[src/clp_pkg.sv]
// Shared types, constants and helpers of the charlieplexed LED PWM driver.
package clp_pkg;

	localparam int LED_NUM      = 12;
	localparam int PIN_NUM      = 4;
	localparam int BRIGHT_W     = 6;
	localparam int MAP_W        = 48;
	localparam int PWM_BITS_DEF = 6;
	localparam int RAMP_OUT_W   = 6;

	localparam logic [MAP_W-1:0] PIN_MAP_RST = 48'h3C7D_EB28_6914;
	localparam logic [MAP_W-1:0] GROUP_RST   = 48'hB967_5382_1A40;

	typedef logic [BRIGHT_W-1:0] bright_t;
	typedef bright_t bright_arr_t [LED_NUM];

	localparam bright_arr_t BRIGHT_INIT = '{
		6'd16, 6'd63, 6'd32, 6'd16, 6'd7, 6'd6, 6'd5, 6'd4, 6'd3, 6'd2, 6'd1, 6'd1
	};

	// Configuration register indexes.
	localparam logic REG_PIN_MAP = 1'b0;
	localparam logic REG_GROUP   = 1'b1;

	// Input word kinds, carried on tuser.
	localparam logic MODE_TICK  = 1'b0;
	localparam logic MODE_WRITE = 1'b1;

	typedef struct packed {
		logic [PIN_NUM-1:0] en;  // 1 = driven
		logic [PIN_NUM-1:0] val; // output latch, kept while floating
	} pin_state_t;

	function automatic logic [3:0] nib(input logic [MAP_W-1:0] word, input logic [3:0] idx);
		return word[{idx, 2'b00} +: 4];
	endfunction

	function automatic logic [3:0] slot_led(input logic [MAP_W-1:0] members,
			input logic [1:0] grp, input logic [1:0] slot);
		return nib(members, 4'({2'b00, grp} * 4'd3 + {2'b00, slot}));
	endfunction

	function automatic logic [PIN_NUM-1:0] pin_bit(input logic [1:0] pin);
		return PIN_NUM'(1) << pin;
	endfunction

endpackage

[src/clp_bright_bank.sv]
// Brightness registers of the twelve LEDs and their compare against the ramp.
module clp_bright_bank #(
	parameter int PWM_BITS = clp_pkg::PWM_BITS_DEF
) (
	input  logic                          clk,
	input  logic                          arst_n,
	input  logic                          wr_en,
	input  logic [3:0]                    wr_idx,
	input  clp_pkg::bright_t              wr_val,
	input  logic [PWM_BITS-1:0]           ramp,
	output logic [clp_pkg::LED_NUM-1:0]   match
);
	import clp_pkg::*;

	localparam int CMP_W = (PWM_BITS > BRIGHT_W) ? PWM_BITS : BRIGHT_W;

	bright_t bright_q [LED_NUM];

	always_ff @(posedge clk or negedge arst_n) begin
		if (!arst_n) begin
			bright_q <= BRIGHT_INIT;
		end else if (wr_en && (wr_idx < 4'(LED_NUM))) begin
			bright_q[wr_idx] <= wr_val;
		end
	end

	// One equality compare per LED; the pin step picks the ones it needs.
	always_comb begin
		for (int i = 0; i < LED_NUM; i++) begin
			match[i] = (CMP_W'(bright_q[i]) == CMP_W'(ramp));
		end
	end

endmodule

[src/clp_pin_step.sv]
// Next pin drive state and cathode group for one PWM tick.
module clp_pin_step (
	input  logic [clp_pkg::MAP_W-1:0]   pin_map,
	input  logic [clp_pkg::MAP_W-1:0]   members,
	input  logic                        wrap,
	input  logic [1:0]                  grp,
	input  clp_pkg::pin_state_t         pins,
	input  logic [clp_pkg::LED_NUM-1:0] match,
	output logic [1:0]                  grp_next,
	output clp_pkg::pin_state_t         pins_next
);
	import clp_pkg::*;

	always_comb begin
		logic [3:0]         led;
		logic [3:0]         desc;
		logic [1:0]         g;
		logic [PIN_NUM-1:0] en;
		logic [PIN_NUM-1:0] val;

		led  = '0;
		desc = '0;
		g    = grp;
		en   = pins.en;
		val  = pins.val;

		if (wrap) begin
			// float the old cathode, step the group, pull the new cathode low
			led = slot_led(members, g, 2'd0);
			if (led < 4'(LED_NUM)) begin
				desc = nib(pin_map, led);
				en   = en & ~pin_bit(desc[1:0]);
			end
			g   = g + 2'd1;
			led = slot_led(members, g, 2'd0);
			if (led < 4'(LED_NUM)) begin
				desc = nib(pin_map, led);
				en   = en | pin_bit(desc[1:0]);
				val  = val & ~pin_bit(desc[1:0]);
			end
			// drive all anodes of the new group high
			for (int s = 0; s < 3; s++) begin
				led = slot_led(members, g, 2'(s));
				if (led < 4'(LED_NUM)) begin
					desc = nib(pin_map, led);
					en   = en | pin_bit(desc[3:2]);
					val  = val | pin_bit(desc[3:2]);
				end
			end
		end

		// end of on-time: float the anode of each LED whose brightness hits the ramp
		for (int s = 0; s < 3; s++) begin
			led = slot_led(members, g, 2'(s));
			if (led < 4'(LED_NUM)) begin
				if (match[led]) begin
					desc = nib(pin_map, led);
					en   = en & ~pin_bit(desc[3:2]);
				end
			end
		end

		grp_next      = g;
		pins_next.en  = en;
		pins_next.val = val;
	end

endmodule

[src/charlieplex_pwm_led_driver_unit.sv]
// Top level of the charlieplexed LED PWM driver: input stage, state and result register.
//
//  channel  | direction | payload (low bit first)
//  ---------+-----------+---------------------------------------------------------
//  s_*      | in        | tuser: mode; tdata: led_index[3:0], brightness_value[9:4]
//  m_*      | out       | tdata: pin_drive, pin_level, active_group, ramp_phase
//  cfg_*    | in        | cfg_index 0 = led_pin_map, 1 = group_members
//
// One word per cycle unless the master side stalls: a word is taken into the input stage, and
// when it advances its tick or brightness write commits and its result is loaded into the output register.
// The path from input stage to result is the ramp increment, the twelve brightness
// compares and the pin update of one cathode group.
// Reset clears the ramp, group and pins and restores the default brightness table
// and pin maps. A stall on the master side holds the result and the input stage;
// the slave side keeps flowing while the output register is being drained.
module charlieplex_pwm_led_driver_unit #(
	parameter int PWM_BITS = clp_pkg::PWM_BITS_DEF
) (
	input  logic                      clk,
	input  logic                      arst_n,
	// slave side
	input  logic                      s_tvalid,
	output logic                      s_tready,
	input  logic [15:0]               s_tdata,  // led_index[3:0], brightness_value[9:4], zero
	input  logic [0:0]                s_tuser,  // mode[0]
	// master side
	output logic                      m_tvalid,
	input  logic                      m_tready,
	output logic [15:0]               m_tdata,  // pin_drive[3:0], pin_level[7:4],
	                                            // active_group[9:8], ramp_phase[15:10]
	// configuration
	input  logic                      cfg_we,
	input  logic [0:0]                cfg_index,
	input  logic [clp_pkg::MAP_W-1:0] cfg_data
);
	import clp_pkg::*;

	localparam int EXT_W = (PWM_BITS > RAMP_OUT_W) ? PWM_BITS : RAMP_OUT_W;

	// configuration registers
	logic [MAP_W-1:0] pin_map_q;
	logic [MAP_W-1:0] members_q;

	always_ff @(posedge clk or negedge arst_n) begin
		if (!arst_n) begin
			pin_map_q <= PIN_MAP_RST;
			members_q <= GROUP_RST;
		end else if (cfg_we) begin
			case (cfg_index[0])
				REG_PIN_MAP: pin_map_q <= cfg_data;
				REG_GROUP:   members_q <= cfg_data;
				default:     ;
			endcase
		end
	end

	// input stage
	logic       valid_s1;
	logic       mode_s1;
	logic [3:0] idx_s1;
	bright_t    val_s1;
	logic       advance;

	// commit the staged word when the result register is free or being drained
	assign advance  = valid_s1 && (!m_tvalid || m_tready);
	assign s_tready = !valid_s1 || advance;

	always_ff @(posedge clk or negedge arst_n) begin
		if (!arst_n) begin
			valid_s1 <= 1'b0;
		end else if (s_tready) begin
			valid_s1 <= s_tvalid;
		end
	end

	always_ff @(posedge clk) begin
		if (s_tready && s_tvalid) begin
			mode_s1 <= s_tuser[0];
			idx_s1  <= s_tdata[3:0];
			val_s1  <= s_tdata[9:4];
		end
	end

	// block state
	logic [PWM_BITS-1:0] tick_q;
	logic [1:0]          group_q;
	pin_state_t          pins_q;

	logic                tick_go;
	logic [PWM_BITS-1:0] tick_next;
	logic                wrap;
	logic [LED_NUM-1:0]  match;
	logic [1:0]          group_next;
	pin_state_t          pins_next;

	assign tick_go   = advance && (mode_s1 == MODE_TICK);
	assign tick_next = tick_q + PWM_BITS'(1);
	assign wrap      = (tick_next == '0);

	clp_bright_bank #(
		.PWM_BITS(PWM_BITS)
	) u_bright (
		.clk    (clk),
		.arst_n (arst_n),
		.wr_en  (advance && (mode_s1 == MODE_WRITE)),
		.wr_idx (idx_s1),
		.wr_val (val_s1),
		.ramp   (tick_next),
		.match  (match)
	);

	clp_pin_step u_step (
		.pin_map   (pin_map_q),
		.members   (members_q),
		.wrap      (wrap),
		.grp       (group_q),
		.pins      (pins_q),
		.match     (match),
		.grp_next  (group_next),
		.pins_next (pins_next)
	);

	always_ff @(posedge clk or negedge arst_n) begin
		if (!arst_n) begin
			tick_q  <= '0;
			group_q <= 2'd0;
			pins_q  <= '0;
		end else if (tick_go) begin
			tick_q  <= tick_next;
			group_q <= group_next;
			pins_q  <= pins_next;
		end
	end

	// result register: state after the committed word
	logic [3:0]            drive_now;
	logic [3:0]            level_now;
	logic [1:0]            group_now;
	logic [PWM_BITS-1:0]   ramp_now;
	logic [EXT_W-1:0]      ramp_ext;
	logic [15:0]           out_q;
	logic                  out_valid_q;

	always_comb begin
		if (tick_go) begin
			drive_now = pins_next.en;
			level_now = pins_next.val & pins_next.en;
			group_now = group_next;
			ramp_now  = tick_next;
		end else begin
			drive_now = pins_q.en;
			level_now = pins_q.val & pins_q.en;
			group_now = group_q;
			ramp_now  = tick_q;
		end
		ramp_ext = EXT_W'(ramp_now);
	end

	always_ff @(posedge clk or negedge arst_n) begin
		if (!arst_n) begin
			out_valid_q <= 1'b0;
		end else if (advance) begin
			out_valid_q <= 1'b1;
		end else if (m_tready) begin
			out_valid_q <= 1'b0;
		end
	end

	always_ff @(posedge clk) begin
		if (advance) begin
			out_q <= {ramp_ext[RAMP_OUT_W-1:0], group_now, level_now, drive_now};
		end
	end

	assign m_tvalid = out_valid_q;
	assign m_tdata  = out_q;

endmodule
[config.mk]
export PLATFORM = sky130hd
export DESIGN_NAME = charlieplex_pwm_led_driver_unit
export DESIGN_NICKNAME = d
export VERILOG_FILES = /design/src/clp_pkg.sv /design/src/clp_bright_bank.sv /design/src/clp_pin_step.sv /design/src/charlieplex_pwm_led_driver_unit.sv
export SDC_FILE = /design/constraint.sdc
export NUM_CORES = 1
export LEC_CHECK = 0
export BUFFER_PORTS_ARGS = -buffer_cell sky130_fd_sc_hd__clkbuf_2
export CAP_MARGIN = 20
export CORE_ASPECT_RATIO = 0.75
export CORE_MARGIN = 2
export CORE_UTILIZATION = 37
export CTS_BUF_LIST = sky130_fd_sc_hd__clkbuf_16
export DETAILED_ROUTE_END_ITERATION = 10
export GPL_TIMING_DRIVEN = 0
export HOLD_SLACK_MARGIN = 0.15
export PLACE_DENSITY = 0.49
export SLEW_MARGIN = 30
export SYNTH_ARGS = -nofsm -noshare
export SYNTH_HDL_FRONTEND = slang
export SYNTH_SLANG_ARGS = --single-unit
[constraint.sdc]
create_clock -name clk -period 8.5 [get_ports clk]
set_input_delay 0 -clock clk [delete_from_list [all_inputs] [get_ports clk]]
set_output_delay 0 -clock clk [all_outputs]
set_load 0.02 [all_outputs]
; Yosys cells after proc, flatten, opt, wreduce, memory -nomap -nowiden
; Index checks and enable logic that the tools add are counted.
[op_classes]
n_addsub = 6
multipliers = 3
magnitude_cmp = 13
n_eq_ne = 12
shifts = 22
mux = 40
n_bitwise = 22
n_reduce_logical = 14
[ops]
columns = operator, n
row1 = $shiftx 48x7->4, 13
row2 = $mux 4, 26
row3 = $bwmux 72, 1
row4 = $eq 6x6->1, 12
row5 = $shiftx 48x7->2, 1
row6 = $lt 4x4->1 const B, 8
row7 = $shl 1x2->4 const A, 8
row8 = $and 4x4->4, 7
row9 = $or 4x4->4, 7
row10 = $demux 6 s4, 1
row11 = $not 4->4, 5
row12 = $lt 4x5->1 const B, 3
row13 = $bmux 1 s4, 3
row14 = $mul 2x2->4 const B, 3
row15 = $mux 6, 2
row16 = $add 4x1->4 const B, 2
row17 = $add 4x2->4 const B, 2
row18 = $add 6x1->6 const B, 1
row19 = $logic_and 1x1->1, 6
row20 = $logic_not 6->1, 1
row21 = $ge 5x5->1 const B, 1
row22 = $lt 5x1->1 const B, 1
row23 = $mux 1, 5
row24 = $not 4->5, 1
row25 = other kinds (7), 12
[word_totals]
reg_bits = 213
input_bits = 71
out_inout_bits = 18

; Longest topological paths before layout
; Gate-level depths: netlist of run 1.
[depth]
word_depth = 31
ltp_mapped = 24
mapped_depth_nobuf = 18

; Modules after synthesis
; A second synthesis of run 1 with hierarchy kept.
[hier_totals]
cells_unflattened = 1184
area_unflattened_um2 = 13441.6
[modules_own_cells]
columns = mod, instances, cells_per_inst, area_per_inst_um2
row1 = charlieplex_pwm_led_driver_unit, 1, 330, 5340.1
row2 = clp_pin_step, 1, 578, 4521.8
row3 = clp_bright_bank, 1, 276, 3579.7

; Least setup slack after synthesis of run 1
; No wires, ideal clock.
[synth_path]
path_kind = register -> register
startpoint = register group_q[0]
endpoint = register out_q[5] (netlist: m_tdata[5]), data pin
setup_ns = 0.257
arrival_time_ns = 5.309
setup_slack_ns = 2.934
stages_incl_launch_ff = 23
path_buffers = 7
cell_sequence = dfrtp_1 -> buf_4 -> inv_1 -> clkbuf_1 -> clkbuf_1 -> ha_1 -> buf_2 -> buf_2 -> o2111ai_1 -> a21boi_2 -> ha_1 -> clkbuf_1 -> clkinv_1 -> nor2_1 -> o211ai_1 -> a211oi_1 -> buf_4 -> mux2_2 -> a2111oi_0 -> a211oi_1 -> nand2b_1 -> o221a_2 -> a32o_1
[synth_via]
elab_chain_len = 31
word_cells_on_any_way = 87
[synth_rtl]
columns = item, line
row1 = "start, declared", charlieplex_pwm_led_driver_unit.sv:86  ; logic [1:0] group_q;
row2 = "start signal, assigned", charlieplex_pwm_led_driver_unit.sv:130  ; group_q <= group_next;
row3 = $mul 2x2->4, clp_pkg.sv:40  ; return nib(members, 4'({2'b00, grp} * 4'd3 + {2'b00, slot}));
row4 = $shiftx 48x7->4, clp_pkg.sv:35  ; return word[{idx, 2'b00} +: 4];
row5 = $shiftx 48x7->2, clp_pkg.sv:35
row6 = $shl 1x2->4, clp_pkg.sv:44  ; return PIN_NUM'(1) << pin;
row7 = $not 4->4, clp_pin_step.sv:32  ; en = en & ~pin_bit(desc[1:0]);
row8 = $and 4x4->4, clp_pin_step.sv:32
row9 = $mux 4, clp_pin_step.sv:30  ; if (led < 4'(LED_NUM)) begin
row10 = $mux 4, clp_pin_step.sv:27  ; if (wrap) begin
row11 = (+16 left out), -
row12 = $mux 4, clp_pin_step.sv:56  ; if (match[led]) begin
row13 = $mux 4, clp_pin_step.sv:55  ; if (led < 4'(LED_NUM)) begin
row14 = $and 4x4->4, clp_pin_step.sv:58  ; en = en & ~pin_bit(desc[3:2]);
row15 = $mux 4, clp_pin_step.sv:56
row16 = $mux 4, clp_pin_step.sv:55
row17 = $and 4x4->4 *, charlieplex_pwm_led_driver_unit.sv:147  ; level_now = pins_next.val & pins_next.en;
row18 = $mux 4 *, charlieplex_pwm_led_driver_unit.sv:145  ; if (tick_go) begin
row19 = net level_now[1], charlieplex_pwm_led_driver_unit.sv:137  ; logic [3:0] level_now;
row20 = "end signal, assigned", charlieplex_pwm_led_driver_unit.sv:171  ; out_q <= {ramp_ext[RAMP_OUT_W-1:0], group_now, level_now, drive_now};
row21 = "end, declared", charlieplex_pwm_led_driver_unit.sv:141  ; logic [15:0] out_q;
; Mark *: on every way through the listed nets, which the timed path passes. The rest lies on a longest branch. The select of a mux whose other input is x is not followed.
; A chain may end at the register's enable or synchronous reset.

; Worst setup path after layout of run 1
[layout_path]
startpoint = register group_q[0]
endpoint = register out_q[7] (netlist: m_tdata[7]), data pin
; Same word-level chain as after synthesis.

==> flow_summary.ini, run 1 <==
[worst_hold_path]
hp-start = s_tuser
hold_end = mode_s1
hp-class = input port to flop
hold_depth = 2

[timing]
drv_slew = 0
worst_slack_ns = 0.331
relSlewSlack = 0.313
fin_worst_skew_ns = 0.0124
setup_viol_count_final = 0
fmax_ghz = 0.122
fin_crit_sh = 0.961
hold_viol = 0
grt_setup_unrepaired = false
whs_ns = 0.176
setup_tns_ns = 0
finalCriticalPeriod_ns = 8.17
tightest_slew_ns = 1.03

[global_route]
antenna_found_initial = 0
grt_pass1_wl_um = 70800
grt-ovfl-total = 0
grt-busiest-layer = met1
grt_start_max_net_pins = 79
grt_use_met1 = 0.392
use_met2 = 0.294
gr-usage-met3 = 0.0714
grt_pass1_vias = 10700
grt_usage = 0.237

[setup_path]
reg2reg_from = group_q[0]
r2r_setup_slack_ns = 0.33
r2r_cells = 24
startpoint_type = flop
r2r_end = m_tdata[7]
crit_type = flop to flop
cp-end-kind = flop
critical_path_arrival_ns = 8.57
worst_ep_required_time_ns = 8.90
crit_fanout = 11

[run_status]
status = complete, no violations

[pwr]
pwr_density_cell_nw_per_um2 = 415
comb_power_share = 0.633
intPower_mw = 3.66
pwr-share-clk = 0.146
ir_drop_mv = 0.305
leakagePower_nw = 6.75
netSwitchingFraction = 0.469
p_sw_mw = 3.23
power_frac_seq = 0.220

[die]
core_um2 = 37200
rows = 61
dieWidth_um = 229
start_util = 0.377
die_area_um2 = 39600
io_pins = 89
die_h_um = 173

[cts]
clkLatencyLatePin_ns = 0.54
cts_tree = yes
cts-root-buf = clkbuf_16
clk_transition_reported_paths_ns = 0.06
cts-buffers-inserted = 24
h-tree-depth = 1
clk_path_buf_depth = 3
cts_sinks = 213

[yosys]
ys.warnings.count = 0
synth_area_um2 = 14000
synth_edf_count = 27
syn_nets = 1297
seq_area_frac_synth = 0.395
yosysUniqueCellTypes = 84
synthFlopType = dfrtp_1
syn_area_per_cell_um2 = 11.5
async_flop_share = 0.873
ys_seq_elements = 213
synth_cells = 1220

[placement]
io_buffers = 82
pre_cts_ws_ns = 0.256
dpl-instance-area_um2 = 15200
place_congestion = 0.998
dp_hpwl_um = 36000

[finish]
syn2layout_area_growth_pct = 18.1
final_area_um2 = 16600
fin_util = 0.446
diodes = 0
num-nets-final = 1472
drive_above_1_share = 0.343

[job]
max_cap_violations = 0

[routing]
wl_per_cell_um = 24.5
first_iter_violations = 975
post-route-drc-count = 0
vias_per_cell = 5.79
num_vias = 11100
drt-total-wl_um = 47100
firstDrtPassIters = 5
ant_nets = 0
==> layout make-up <==
type                       count  area [um^2]
clock buffer                  26          651
fill                        3599        20700
tap                          504          631
clock inverter                18          108
sequential                   213         5550
multi-input combinational    908         8050
buffer                        82          403
inverter                      17         67.6
timing repair buffer         149         1130
==> critical path, stage by stage, from the launching register on <==
cell	delay, ns
dfrtp_1	0.35
buf_4	0.20
inv_1	0.22
clkbuf_1	0.46
clkbuf_2	0.44
ha_1	0.19
buf_2	0.19
buf_2	0.36
o2111ai_1	0.44
a21boi_4	0.35
ha_1	0.34
clkbuf_1	0.56
clkinvlp_4	0.46
nor2_1	0.47
o211ai_1	0.15
a211oi_1	0.35
buf_4	0.29
buf_4	0.25
mux2i_1	0.20
mux2i_1	0.11
mux2_2	0.28
a22oi_1	0.63
o31ai_1	0.18
a21oi_1	0.33
a32o_1	0.20
==> through the flow <==
stage          power (mW)  cells
4_1_cts              6.80   1917
3_5_place_dp         5.74   1808
6_report             6.88   1917
2_1_floorplan        4.54   1220
3_3_place_gp         5.72   1806
5_1_grt              7.28   1917
==> sequential cells by signal, indices dropped and copies added, names as in the netlist <==
| name | cells |
|---|---|
| valid_s1 | 1 |
| val_s1 | 6 |
| group_q | 2 |
| u_bright.bright_q | 72 |
| m_tvalid | 1 |
| pin_map_q | 48 |
| idx_s1 | 4 |
| mode_s1 | 1 |
| pins_q | 8 |
| tick_q | 6 |
| m_tdata | 16 |
| members_q | 48 |
==> per-layer routing <==
layer  vias to the layer above  part of all wire
li1                       4940                 -
met1                      5622              0.52
met2                       484              0.36
met3                        58             0.098
met4                         0             0.019
met5                         -                 0
==> synth_stat cells, types with 11 or more instances <==
master | n | area [um^2]
nor3_1 | 18 | 90.1
nand3_1 | 19 | 95.1
a21oi_1 | 18 | 90.1
mux2_2 | 192 | 2160
o21ai_0 | 43 | 215
mux4_2 | 44 | 991
a2111oi_0 | 15 | 131
xor2_1 | 29 | 254
and2_1 | 13 | 81.3
edfxtp_1 | 27 | 811
mux2i_1 | 118 | 1180
clkbuf_1 | 39 | 146
buf_4 | 11 | 82.6
o211ai_1 | 11 | 82.6
buf_2 | 24 | 120
a211oi_1 | 11 | 82.6
dfrtp_1 | 120 | 3000
xnor2_1 | 47 | 412
dfstp_2 | 66 | 1730
nand2b_1 | 17 | 106
nand2_1 | 84 | 315
nor2b_1 | 11 | 68.8
inv_1 | 16 | 60.1
nor2_1 | 54 | 203
==> layout by cell type (no fill, tap or decap), types with 17 or more instances in the layout <==
cell type and n:
clkbuf_16 26, xnor2_1 47, o21ai_0 43, xor2_1 29, mux2i_1 118, dfstp_2 66, mux2_2 192, nand2b_1 17
dfrtp_1 120, buf_2 24, a21oi_1 18, nand2_1 84, clkbuf_2 82, edfxtp_1 27, nand3_1 19, nor2_1 54
clkbuf_1 38, inv_1 19, dlygate4sd3_1 64, mux4_2 44
==> worst max-delay path by stage <==
stage          startpoint    endpoint  slack [ns]
3_3_place_gp   group_q[0]  m_tdata[7]        0.27
6_report       group_q[0]  m_tdata[7]        0.33
4_1_cts        group_q[0]  m_tdata[7]        0.22
3_5_place_dp   group_q[0]  m_tdata[7]        0.26
2_1_floorplan  group_q[0]  m_tdata[5]        2.93
5_1_grt        group_q[0]  m_tdata[7]        0.08
==> cell families (layout without fill, tap and decap cells) <==
| family | count (synthesis) | in the layout | share of synthesized area |
|---|---|---|---|
| muxes | 357 | 357 | 0.312 |
| and+or+nand+nor | 265 | 265 | 0.0931 |
| DFF | 213 | 213 | 0.395 |
| AOI/OAI and AO/OA | 199 | 199 | 0.106 |
| buffers and inverters | 99 | 292 | 0.0331 |
| xor gates and xnor gates | 81 | 81 | 0.0558 |
| adders and majority gates | 6 | 6 | 0.00534 |
==> power groups by stage <==
stage,Clock [mW],Combinational (mW),Sequential (mW)
after floorplan,0,3.10,1.44
after global placement,0,4.20,1.52
after detailed placement,0,4.22,1.52
after CTS,1.03,4.26,1.51
after global routing,1.08,4.66,1.54
final,1.01,4.36,1.52
==> repair_timing <==
item / in CTS / in global routing
hold buffers: 65 / 0
setup buffers: 0 / 0
hold endpoints to repair: 275 / 0
setup endpoints to repair: 0 / 12
gates resized for setup: 0 / 4
Note: power is estimated with default switching activity, not from simulation.
==> run 2: changes to the inputs <==
--- a/config.mk
+++ b/config.mk
@@ -15,6 +15,7 @@
 export GPL_TIMING_DRIVEN = 0
 export HOLD_SLACK_MARGIN = 0.15
 export PLACE_DENSITY = 0.49
+export RECOVER_POWER = 25
 export SLEW_MARGIN = 30
 export SYNTH_ARGS = -nofsm -noshare
 export SYNTH_HDL_FRONTEND = slang
==> run 2 against run 1 <==
Compared with the run above:
- the flow now finishes with violations (max-capacitance violations, max-slew violations)
- critical path depth fell by 2
- final area fell by 0.31%
- clock power barely moved
- final cell count did not move
- clock skew barely moved
- largest power group unchanged
==> flow_summary.ini, run 2 (synthesized netlist as in run 1, its figures left out) <==
[run_status]
status = finished, violations left
violations = max-capacitance violations, max-slew violations

[routing]
num_vias = 11100
vias_per_cell = 5.79
post-route-drc-count = 0
wl_per_cell_um = 24.6
firstDrtPassIters = 5
ant_nets = 0
drt-total-wl_um = 47200
first_iter_violations = 1003

[finish]
largest_register_ffs = 72
diodes = 0
top_register = u_bright.bright_q
num-nets-final = 1472
final_cell_mix = 192 x mux2_2, 120 x dfrtp_1, 118 x mux2i_1
syn2layout_area_growth_pct = 17.8
drive_above_1_share = 0.335
reg_top3 = u_bright.bright_q x72, members_q x48, pin_map_q x48
final_common_cell = mux2_2

[timing]
relSlewSlack = -1.46
worst_slack_ns = 0.366
grt_setup_unrepaired = false
fmax_ghz = 0.123
hold_viol = 0
fin_crit_sh = 0.957
fin_worst_skew_ns = 0.0119
setup_viol_count_final = 0
drv_slew = 99
tightest_slew_ns = 3.68
setup_tns_ns = 0
finalCriticalPeriod_ns = 8.13

[global_route]
grt_pass1_vias = 10700
grt_usage = 0.237
grt-ovfl-total = 0
grt_start_max_net_pins = 79
antenna_found_initial = 0
grt_pass1_wl_um = 70800

[setup_path]
worst_ep_required_time_ns = 8.90
slowest_delay_ns = 0.78
crit_fanout = 11
crit_chain = buf_4, inv_1, clkbuf_1, clkbuf_2, ha_1, buf_2, buf_2, o2111ai_1, a21boi_4, ha_1, clkbuf_1, clkinvlp_4, nor2_1, o211ai_1, a211oi_1, buf_4, mux2_2, o2111a_1, a211oi_1, nor2_1, a221oi_2, a32o_1
cp-end-kind = flop
critical_path_arrival_ns = 8.53
crit_slowest_cell = a211oi_1
crit_type = flop to flop
startpoint_type = flop

[cts]
cts_sinks = 213
clk_transition_reported_paths_ns = 0.06
cts-root-buf = clkbuf_16
cts_setup_buffers = 0
clk_path_buf_depth = 3
cts-buffers-inserted = 24
h-tree-depth = 1
cts_tree = yes
clkLatencyLatePin_ns = 0.54

[worst_hold_path]
hp-class = input port to flop

[die]
die_area_um2 = 39600
dieWidth_um = 229
core_um2 = 37200
io_pins = 89
die_h_um = 173
rows = 61
start_util = 0.377

[pwr]
leakagePower_nw = 6.72
ir_drop_mv = 0.301
pwr_density_cell_nw_per_um2 = 416

[placement]
io_buffers = 82
dp_hpwl_um = 36000
place_congestion = 0.998
pre_cts_ws_ns = 0.256

[job]
max_cap_violations = 2
## run 2: cell types whose count changed in the layout (fill, tap and decap cells not counted)
| cell | before | now |
|---|---|---|
| clkbuf_1 | 38 | 42 |
| buf_12 | 1 | 0 |
| clkbuf_8 | 1 | 0 |
| clkbuf_2 | 82 | 81 |
| dfstp_1 | 0 | 6 |
| dfstp_2 | 66 | 60 |
| buf_16 | 2 | 1 |
## run 2: area by class of cell
type / instances / area, um^2
plain buffers: 82 / 403
well taps: 504 / 631
clock inverters: 18 / 108
flip-flops and latches: 213 / 5550
repair buffers: 149 / 1080
fillers: 3608 / 20700
multi-input cells: 908 / 8050
clock buffers: 26 / 651
inverters: 17 / 67.6
## run 2: worst paths after layout
kind	cells after the start	slack, ns	end	start
worst max-delay path	22	0.37	m_tdata[6]	group_q[0]
worst min-delay path	2	0.18	mode_s1	s_tuser
worst max register to register	22	0.37	m_tdata[6]	group_q[0]
worst min register to register	1	0.50	m_tvalid	valid_s1
max in group asynchronous	4	3.72	pin_map_q[20]	arst_n
min in group asynchronous	3	1.19	u_bright.bright_q[0]	arst_n
## run 2: critical path, delay by kind of cell (launching register included)
| family | cells | cell delay, ns |
|---|---|---|
| adder cells (fa/ha/maj) | 2 | 0.53 |
| multiplexers | 1 | 0.39 |
| AND/OR/NAND/NOR | 2 | 0.60 |
| AO/OA/AOI/OAI | 8 | 2.87 |
| flip-flops | 1 | 0.35 |
| buffers and inverters | 9 | 3.23 |
## run 2: timing repair
| action | in CTS | in global routing |
|---|---|---|
| setup endpoints to repair | 0 | 12 |
| hold buffers | 65 | 0 |
| hold endpoints to repair | 275 | 0 |
| resized for setup | 0 | 4 |
## run 2: where the power goes
part,total [mW],switching (mW),internal (mW)
combinational,4.35,2.55,1.80
clock,1.01,0.430,0.578
sequential,1.52,0.242,1.28
## run 2: metrics by stage
stage | power [mW] | instances | util | area, um^2 | hold WS, ns
global placement | 5.72 | 1806 | 0.405 | 15100 | 0.178
detailed placement | 5.74 | 1808 | 0.407 | 15200 | -0.0200
global route | 7.28 | 1917 | 0.444 | 16500 | 0.172
floorplan | 4.54 | 1220 | - | 14000 | -0.296
finish | 6.88 | 1917 | 0.444 | 16500 | 0.177
CTS | 6.80 | 1917 | 0.445 | 16600 | 0.152
## run 2: per-layer routing
layer	vias up	GRT usage	part of all wire
li1	4947	-	-
met1	5622	0.392	0.52
met2	470	0.294	0.36
met3	54	0.0714	0.10
met4	0	0.0430	0.019
met5	-	0	0
==> run 3: changes to the inputs <==
--- a/config.mk
+++ b/config.mk
@@ -7,6 +7,8 @@
 export LEC_CHECK = 0
 export BUFFER_PORTS_ARGS = -buffer_cell sky130_fd_sc_hd__clkbuf_2
 export CAP_MARGIN = 20
+export CELL_PAD_IN_SITES_DETAIL_PLACEMENT = 1
+export CELL_PAD_IN_SITES_GLOBAL_PLACEMENT = 1
 export CORE_ASPECT_RATIO = 0.75
 export CORE_MARGIN = 2
 export CORE_UTILIZATION = 37
@@ -14,7 +16,7 @@
 export DETAILED_ROUTE_END_ITERATION = 10
 export GPL_TIMING_DRIVEN = 0
 export HOLD_SLACK_MARGIN = 0.15
-export PLACE_DENSITY = 0.49
+export PLACE_DENSITY = 0.59
 export RECOVER_POWER = 25
 export SLEW_MARGIN = 30
 export SYNTH_ARGS = -nofsm -noshare
==> run 3 against run 2 <==
Compared with the run above:
- the run still ends with max-capacitance violations, max-slew violations left
- clock skew increased by 0.011 ns
- combinational power about the same
- global-route usage increased by 2.0 points
- setup slack got worse by 0.017 ns
- wire length increased by 8.2%
- critical path depth increased by 2
- clock power increased by 12%
- sequential power about the same
- largest cell class unchanged
- clock-buffer cell count increased by 1
- via count increased by 1.3%
- sequential share of layout area decreased by 0.30 points
==> flow_summary.ini, run 3 (synthesized netlist as in run 1, its figures left out) <==
[pwr]
leakagePower_nw = 6.80
total_power_mw = 7.03
ir_drop_mv = 0.191
pwr_density_cell_nw_per_um2 = 421

[cts]
cts_tree = yes
clk_transition_reported_paths_ns = 0.06
clkLatencyLatePin_ns = 0.57
cts_resized = 0
cts_sinks = 213
cts-root-buf = clkbuf_16
h-tree-depth = 1
clk_path_buf_depth = 3
cts-buffers-inserted = 25

[die]
start_util = 0.377
io_pins = 89
die_h_um = 173
die_area_um2 = 39600
core_um2 = 37200
rows = 61
dieWidth_um = 229

[timing]
fmax_ghz = 0.123
setup_viol_count_final = 0
fin_worst_skew_ns = 0.0230
grt_setup_unrepaired = false
hold_viol = 0
fin_crit_sh = 0.959
setup_tns_ns = 0
finalCriticalPeriod_ns = 8.15
drv_slew = 193
relSlewSlack = -1.52
worst_slack_ns = 0.349
tightest_slew_ns = 3.78

[routing]
num_vias = 11200
first_iter_violations = 892
firstDrtPassIters = 5
drt-total-wl_um = 51100
vias_per_cell = 5.83
ant_nets = 0
wl_per_cell_um = 26.5
post-route-drc-count = 0

[setup_path]
critical_path_arrival_ns = 8.58
startpoint_type = flop
r2r_setup_slack_ns = 0.35
crit_slowest_cell = clkbuf_1
crit_fanout = 11
worst_ep_required_time_ns = 8.93
startpoint = group_q[0]
critPathBufInv = 10
crit_type = flop to flop
crit_chain = buf_4, inv_1, clkbuf_1, clkbuf_1, ha_1, buf_2, buf_2, o2111ai_1, a21boi_2, ha_1, clkbuf_1, clkinv_1, nor2_1, o211ai_1, a211oi_1, buf_4, buf_4, mux2i_1, mux2i_1, mux2_2, a22oi_1, o31ai_1, a21oi_1, a32o_1
slowest_delay_ns = 0.54
reg2reg_from = group_q[0]
cp-end-kind = flop
cp_top_family = buffers and inverters

[global_route]
antenna_found_initial = 1
grt-ovfl-total = 0
grt_pass1_vias = 11500
grt_start_max_net_pins = 68
grt_pass1_wl_um = 76200
grt_usage = 0.257

[run_status]
violations = max-capacitance violations, max-slew violations
status = finished, violations left

[placement]
place_congestion = 0.938
io_buffers = 82
pre_cts_ws_ns = 0.562
dp_hpwl_um = 37800

[finish]
drive_above_1_share = 0.342
final_cell_mix = 192 x mux2_2, 120 x dfrtp_1, 118 x mux2i_1
final_common_cell = mux2_2
reg_top3 = u_bright.bright_q x72, members_q x48, pin_map_q x48
diodes = 0
largest_register_ffs = 72
fill_cells = 4080
top_register = u_bright.bright_q
num-nets-final = 1481
fin_util = 0.448
syn2layout_area_growth_pct = 18.8

[worst_hold_path]
hp-class = input port to flop
hp-start = s_tdata[0]

[job]
max_cap_violations = 4
[run 3: cell types whose count changed in the layout (fill, tap and decap cells not counted), moves of 2 or more]
cell / change
dlygate4sd3_1: +8
dfstp_1: -6
dfstp_2: +6
clkinv_1: -3
bufinv_16: +2
clkbuf_2: +2
clkinv_2: +2
clkinvlp_4: -2
[run 3: metrics by stage]
stage | hold slack (ns) | area (um^2) | std cells
after floorplan | -0.296 | 14000 | 1220
after global placement | 0.177 | 15100 | 1806
after detailed placement | 0.0236 | 15200 | 1808
after CTS | 0.152 | 16800 | 1927
after global routing | 0.165 | 16700 | 1927
final | 0.166 | 16700 | 1927
[run 3: area by class of cell]
cell class | count | area (um^2) | area share
plain buffers | 82 | 404 | 0.0242
repair buffers | 157 | 1140 | 0.0684
clock buffers | 27 | 676 | 0.0405
clock inverters | 19 | 179 | 0.0107
flip-flops and latches | 213 | 5550 | 0.332
inverters | 17 | 63.8 | 0.00382
multi-input cells | 908 | 8050 | 0.482
well taps | 504 | 631 | 0.0378
[run 3: worst paths after layout]
check,endpoint,cells past startpoint
setup / recovery,m_tdata[7],24
hold / removal,idx_s1[0],2
setup reg to reg,m_tdata[7],24
hold reg to reg,pins_q[0],2
max in group asynchronous,tick_q[2],3
min in group asynchronous,u_bright.bright_q[60],2
[run 3: what timing repair did]
action,CTS,global route
hold buffers,73,0
endpoints found under the hold margin,269,0
setup buffers,0,0
[run 3: power breakdown]
group | leakage [nW] | internal [mW] | switching (mW) | total (mW)
Combinational | 3.92 | 1.80 | 2.56 | 4.36
Sequential | 2.44 | 1.28 | 0.258 | 1.54
Clock | 0.438 | 0.665 | 0.468 | 1.13
Total | 6.80 | 3.74 | 3.28 | 7.03
[run 3: layer usage]
metal	wire (um)	track usage	vias up	part of all wire
li1	-	-	4967	-
met1	25800	0.411	5833	0.51
met2	20300	0.350	378	0.40
met3	3980	0.0536	55	0.078
met4	968	0.0509	0	0.019
met5	0	0	-	0
